File: src/rtl/core/spos_pkg.sv
package spos_pkg;

   // field and register widths
   localparam int VAL_W  = 32;
   localparam int SUM_W  = 44;
   localparam int NUM_W  = 32;
   localparam int CNT_W  = 13;
   localparam int SIDX_W = 12;
   localparam int OBJ_W  = 64;
   localparam int CSR_W  = 44;
   localparam int CSR_IDX_W = 2;

   // internal arithmetic widths
   localparam int DIFF1_W = SUM_W + CNT_W;          // prefix * right count
   localparam int SR_W    = SUM_W + 1;              // total - prefix
   localparam int DD_W    = SR_W + CNT_W + 2;       // scaled mean difference
   localparam int ABS_W   = DD_W - 1;
   localparam int SQ_W    = 2 * ABS_W;              // squared difference
   localparam int P_W     = 4 * CNT_W;              // k * rk * o * m
   localparam int NP_W    = NUM_W + P_W;            // |numerator| * p
   localparam int Q_W     = 64;
   localparam int NN_LO_W = 16;                     // bits of the product below 2^64 after << 48

   // step counts of the serial units
   localparam int SQ_STEPS  = ABS_W;
   localparam int NP_STEPS  = NUM_W;
   localparam int DIV_STEPS = Q_W;
   localparam int STEP_W    = 7;

   localparam logic [OBJ_W-1:0] OBJ_MAX = {1'b0, {(OBJ_W-1){1'b1}}};
   localparam logic [OBJ_W-1:0] OBJ_MIN = {1'b1, {(OBJ_W-1){1'b0}}};

   // configuration register indexes
   localparam logic [CSR_IDX_W-1:0] CSR_COUNT = 2'd0;
   localparam logic [CSR_IDX_W-1:0] CSR_TOTAL = 2'd1;
   localparam logic [CSR_IDX_W-1:0] CSR_NUMER = 2'd2;

   typedef enum logic [3:0] {
      OP_NOP       = 4'd0,
      OP_ACCEPT    = 4'd1,
      OP_DIFF1     = 4'd2,
      OP_DIFF2     = 4'd3,
      OP_PROD1     = 4'd4,
      OP_PROD2     = 4'd5,
      OP_PROD3     = 4'd6,
      OP_ABS       = 4'd7,
      OP_SQ_LD     = 4'd8,
      OP_MUL_STEP  = 4'd9,
      OP_NP_LD     = 4'd10,
      OP_RO_LD     = 4'd11,
      OP_DIV_STEP  = 4'd12,
      OP_Q_LD      = 4'd13,
      OP_RESULT    = 4'd14
   } dp_op_type;

   typedef struct packed {
      dp_op_type op;
   } dp_cmd_type;

   typedef struct packed {
      logic last_item;
      logic absd_zero;
      logic quot_ovf;
   } dp_status_type;

endpackage

File: src/rtl/core/spos_ctrl.sv
module spos_ctrl
   import spos_pkg::*;
(
   input  logic          clock,
   input  logic          reset,
   input  logic          req_valid,
   output logic          req_stall,
   output logic          rsp_valid,
   input  logic          rsp_stall,
   output dp_cmd_type    cmd,
   input  dp_status_type status
);

   typedef enum logic [15:0] {
      S_IDLE  = 16'h0001,
      S_DIFF1 = 16'h0002,
      S_DIFF2 = 16'h0004,
      S_PROD1 = 16'h0008,
      S_PROD2 = 16'h0010,
      S_PROD3 = 16'h0020,
      S_ABS   = 16'h0040,
      S_SQ_LD = 16'h0080,
      S_SQ    = 16'h0100,
      S_NP_LD = 16'h0200,
      S_NP    = 16'h0400,
      S_RO_LD = 16'h0800,
      S_RO    = 16'h1000,
      S_Q_LD  = 16'h2000,
      S_Q     = 16'h4000,
      S_DONE  = 16'h8000
   } state_type;

   state_type         state_ff, state_in;
   logic [STEP_W-1:0] cnt_ff, cnt_in;
   logic              rsp_valid_ff, rsp_valid_in;
   logic              out_free;

   assign out_free  = !rsp_valid_ff || !rsp_stall;
   assign req_stall = (state_ff != S_IDLE);
   assign rsp_valid = rsp_valid_ff;

   always_comb begin
      state_in     = state_ff;
      cnt_in       = cnt_ff;
      cmd.op       = OP_NOP;
      rsp_valid_in = rsp_valid_ff && rsp_stall;
      case (state_ff)
         S_IDLE: begin
            if (req_valid) begin
               cmd.op = OP_ACCEPT;
               if (!status.last_item) begin
                  state_in = S_DIFF1;
               end
            end
         end
         S_DIFF1: begin
            cmd.op   = OP_DIFF1;
            state_in = S_DIFF2;
         end
         S_DIFF2: begin
            cmd.op   = OP_DIFF2;
            state_in = S_PROD1;
         end
         S_PROD1: begin
            cmd.op   = OP_PROD1;
            state_in = S_PROD2;
         end
         S_PROD2: begin
            cmd.op   = OP_PROD2;
            state_in = S_PROD3;
         end
         S_PROD3: begin
            cmd.op   = OP_PROD3;
            state_in = S_ABS;
         end
         S_ABS: begin
            cmd.op   = OP_ABS;
            state_in = S_SQ_LD;
         end
         S_SQ_LD: begin
            cmd.op   = OP_SQ_LD;
            cnt_in   = STEP_W'(SQ_STEPS - 1);
            state_in = status.absd_zero ? S_DONE : S_SQ;
         end
         S_SQ: begin
            cmd.op = OP_MUL_STEP;
            cnt_in = cnt_ff - STEP_W'(1);
            if (cnt_ff == '0) begin
               state_in = S_NP_LD;
            end
         end
         S_NP_LD: begin
            cmd.op   = OP_NP_LD;
            cnt_in   = STEP_W'(NP_STEPS - 1);
            state_in = S_NP;
         end
         S_NP: begin
            cmd.op = OP_MUL_STEP;
            cnt_in = cnt_ff - STEP_W'(1);
            if (cnt_ff == '0) begin
               state_in = S_RO_LD;
            end
         end
         S_RO_LD: begin
            cmd.op   = OP_RO_LD;
            cnt_in   = STEP_W'(DIV_STEPS - 1);
            state_in = S_RO;
         end
         S_RO: begin
            cmd.op = OP_DIV_STEP;
            cnt_in = cnt_ff - STEP_W'(1);
            if (cnt_ff == '0) begin
               state_in = S_Q_LD;
            end
         end
         S_Q_LD: begin
            cmd.op   = OP_Q_LD;
            cnt_in   = STEP_W'(DIV_STEPS - 1);
            state_in = status.quot_ovf ? S_DONE : S_Q;
         end
         S_Q: begin
            cmd.op = OP_DIV_STEP;
            cnt_in = cnt_ff - STEP_W'(1);
            if (cnt_ff == '0) begin
               state_in = S_DONE;
            end
         end
         S_DONE: begin
            if (out_free) begin
               cmd.op       = OP_RESULT;
               rsp_valid_in = 1'b1;
               state_in     = S_IDLE;
            end
         end
         default: begin
            state_in = S_IDLE;
         end
      endcase
   end

   always_ff @(posedge clock) begin
      if (reset) begin
         state_ff     <= S_IDLE;
         cnt_ff       <= '0;
         rsp_valid_ff <= 1'b0;
      end else begin
         state_ff     <= state_in;
         cnt_ff       <= cnt_in;
         rsp_valid_ff <= rsp_valid_in;
      end
   end

endmodule

File: config.mk
export PLATFORM = sky130hd
export DESIGN_NAME = spos_ctrl
export DESIGN_NICKNAME = d
export VERILOG_FILES = /design/src/rtl/core/spos_pkg.sv /design/src/rtl/core/spos_ctrl.sv
export SDC_FILE = /design/constraint.sdc
export NUM_CORES = 1
export LEC_CHECK = 0
export BUFFER_PORTS_ARGS = -buffer_cell sky130_fd_sc_hd__buf_2
export CAP_MARGIN = 15
export CORE_UTILIZATION = 53
export DETAILED_ROUTE_END_ITERATION = 12
export PLACE_DENSITY = 0.75
export SYNTH_ARGS = -nofsm -noshare
export SYNTH_HDL_FRONTEND = slang
export SYNTH_SLANG_ARGS = --single-unit
File: constraint.sdc
create_clock -name clock -period 2.2 [get_ports clock]
set_clock_uncertainty 0.1 [all_clocks]
set_input_delay 0.44 -clock clock [delete_from_list [all_inputs] [get_ports clock]]
set_output_delay 0.44 -clock clock [all_outputs]
set_load 0.02 [all_outputs]
==> flow_metrics.py <==
metrics = {
    "status": {
        "status": "complete, but fails checks",
        "violations": "negative setup slack",
    },
    "timing": {
        "fin_tns_setup_ps": -4044,
        "min_period_ps": 2724,
        "clock.fmax_ghz": 0.3671,
        "post-route-period-util": 1.238,
        "rsz0062_at_grt": "true",
        "fin_ws_ps": -524.4,
        "relSlewSlack": 0.6762,
        "setup_viol_count_final": 25,
        "hold_viol": 0,
        "tightest_slew_ps": 478.9,
        "report.final.slew_viol_count": 0,
    },
    "route": {
        "drcViolationCount": 0,
        "wl_per_cell_um": 19.25,
        "drt_iter0_drc": 176,
        "antenna_left": 0,
        "vias": 1832,
        "vias_per_cell": 6.296,
        "drt-pass1-iter-count": 5,
        "wl_um": 5601,
    },
    "yosys": {
        "synth_top_area_share": 0.2881,
        "synth-compound-area-share": 0.1785,
        "synthArstFlopShare": 0,
        "synth_nets": 191,
        "synth_fa_ha_area_frac": 0.01500,
        "synth_top_flop_cell": "dfxtp_1",
        "yosys.area_share.simple": 0.3781,
        "seq_area_frac_synth": 0.2881,
        "synth_top_family_by_area": "simple AND/OR/NAND/NOR gates",
        "synth_edf_count": 0,
        "synth-xor-area-share": 0.03676,
        "netlist_area_um2": 1668,
        "synth_top_cell_by_area": "dfxtp_1",
        "avgSynthCellArea_um2": 9.164,
        "synthTopCellsByArea": "dfxtp_1, nor4_4, buf_6",
        "netlist_instances": 182,
        "synth_cell_type_count": 57,
        "synth_warnings": 0,
        "synthMuxAreaShare": 0.02701,
        "synth-seq-cells": 24,
    },
    "cts": {
        "cts_tree": "built",
        "cts_buffers": 3,
        "clkTransAtPathRegs_ps": 140,
        "clk_path_buf_depth": 2,
        "cts.sinks": 24,
        "insertion_delay_ps": 330,
        "cts-root-buf": "clkbuf_4",
        "htreeDepth": 1,
    },
    "setup_path": {
        "startpoint": "state_ff[9]",
        "cp-start-kind": "flop",
        "endpoint_kind": "output pin",
        "worst-setup-path-type": "flop to output pin",
        "critical_path_required_ps": 1660,
        "cp_data_arrival_time_ps": 2180,
        "rr_startpoint": "state_ff[10]",
        "crit_fanout": 6,
        "reg2reg_depth": 10,
    },
    "place": {
        "place_ws_ps": -170.8,
        "dp_hpwl_um": 3853,
        "io_buffers": 12,
        "post_dp_cell_area_um2": 2171,
        "place_congestion": 0.9349,
        "placed_cells": 276,
    },
    "power_and_ir_drop": {
        "power_density_nw_per_um2": 463.6,
        "p_total_mw": 1.151,
        "ir_worst_vdd_v": 0.0004344,
        "p_leak_nw": 1.017,
    },
    "finish": {
        "finalNonFillerCells": 291,
        "antenna_cells": 0,
        "syn_to_final_growth_pct": 48.91,
        "final_common_cell": "buf_4",
        "fin_area_um2": 2484,
        "fin_nets": 259,
        "drive_gt1_frac": 0.5341,
        "layout_common_cells": "buf_4, dfxtp_1, nor2_1",
    },
    "die": {
        "num_rows": 19,
        "start_util": 0.5798,
        "die_x_um": 58.10,
        "io-pin-count": 13,
        "die_y_um": 58.10,
        "core_area_um2": 2877,
        "die_area_um2": 3375,
    },
    "global_route": {
        "grt_pass1_wl_um": 8217,
        "grtUsageTotal": 0.3226,
        "grt_max_degree": 15,
        "grt-ovfl-total": 0,
        "grt_pass1_vias": 1792,
        "antenna_found_initial": 0,
    },
    "min_path": {
        "hold_start": "status[1]",
        "whs_path_depth": 3,
        "hold_path_class": "primary input to flop",
    },
    "run": {
        "drv_cap": 0,
    },
}
## sequential cells by signal, indices dropped and copies added, names as in the netlist
signal and count:
cnt_ff 7, state_ff 16, rsp_valid 1
## synthesized netlist by cell type (all sizes together) (3+ instances only)
cell and n:
dfxtp 24, nor2 16, nor4 13, buf 11, nand2 8, nor3 8, a21oi 7, nand2b 6
or4 6, inv 5, nand3 5, nor4b 5, o21a 5, xnor2 5, mux2 4, nand4 4
o21ai 4, or4b 4, a31oi 3, and4 3, nand3b 3
## power breakdown
part,internal [mW],switching [mW]
clock,0.184,0.146
sequential,0.442,0.00521
combinational,0.172,0.202
## worst max-delay path: stages, from the launching register on
cell and delay, ps:
dfxtp_4 370, or4_4 640, nor4_4 340, nand3_2 140, a2bb2oi_1 160, nand4_1 70
buf_4 140
## final timing paths
check | slack [ps] | end
worst max-delay path | -520 | cmd[0]
worst min-delay path | 300 | state_ff[8]
worst max register to register | -200 | state_ff[0]
worst min register to register | 450 | cnt_ff[5]
## area by class of cell
type | instances | area, um^2
Clock buffer | 3 | 22.52
Clock inverter | 1 | 30.03
Fill cell | 149 | 392.9
Inverter | 5 | 18.77
Multi-Input combinational cell | 140 | 1261
Sequential cell | 24 | 491.7
Tap cell | 42 | 52.55
Timing Repair Buffer | 76 | 606.8
## logic make-up after synthesis
family	after synthesis
compound gates	36
xor+xnor	7
fa+ha+maj	2
buf+inv	18
flops	24
mux	4
simple gates	91
## what timing repair did
| action | CTS | global route |
|---|---|---|
| pin swaps | 10 | 17 |
| setup endpoints to repair | 15 | 25 |
| setup buffers | 5 | 7 |
| hold endpoints to repair | 0 | 0 |
| gates resized for setup | 21 | 26 |
| hold buffers | 0 | 0 |
## metal layers
layer	wire (um)	vias up	track usage	part of all wire
met5	0	-	0	0
met3	373	21	0.05357	0.067
met2	2832	93	0.5616	0.51
met4	182	0	0.1395	0.032
met1	2213	884	0.3903	0.40
li1	-	834	-	-
## through the flow
step / utilization / hold WS, ps
floorplan: - / 363.6
global placement: 0.7547 / 379.9
detailed placement: 0.7547 / 408.1
CTS: 0.8112 / 323.5
global route: 0.8634 / 316.6
finish: 0.8634 / 300.6
Power figures use the tool's default switching activity.
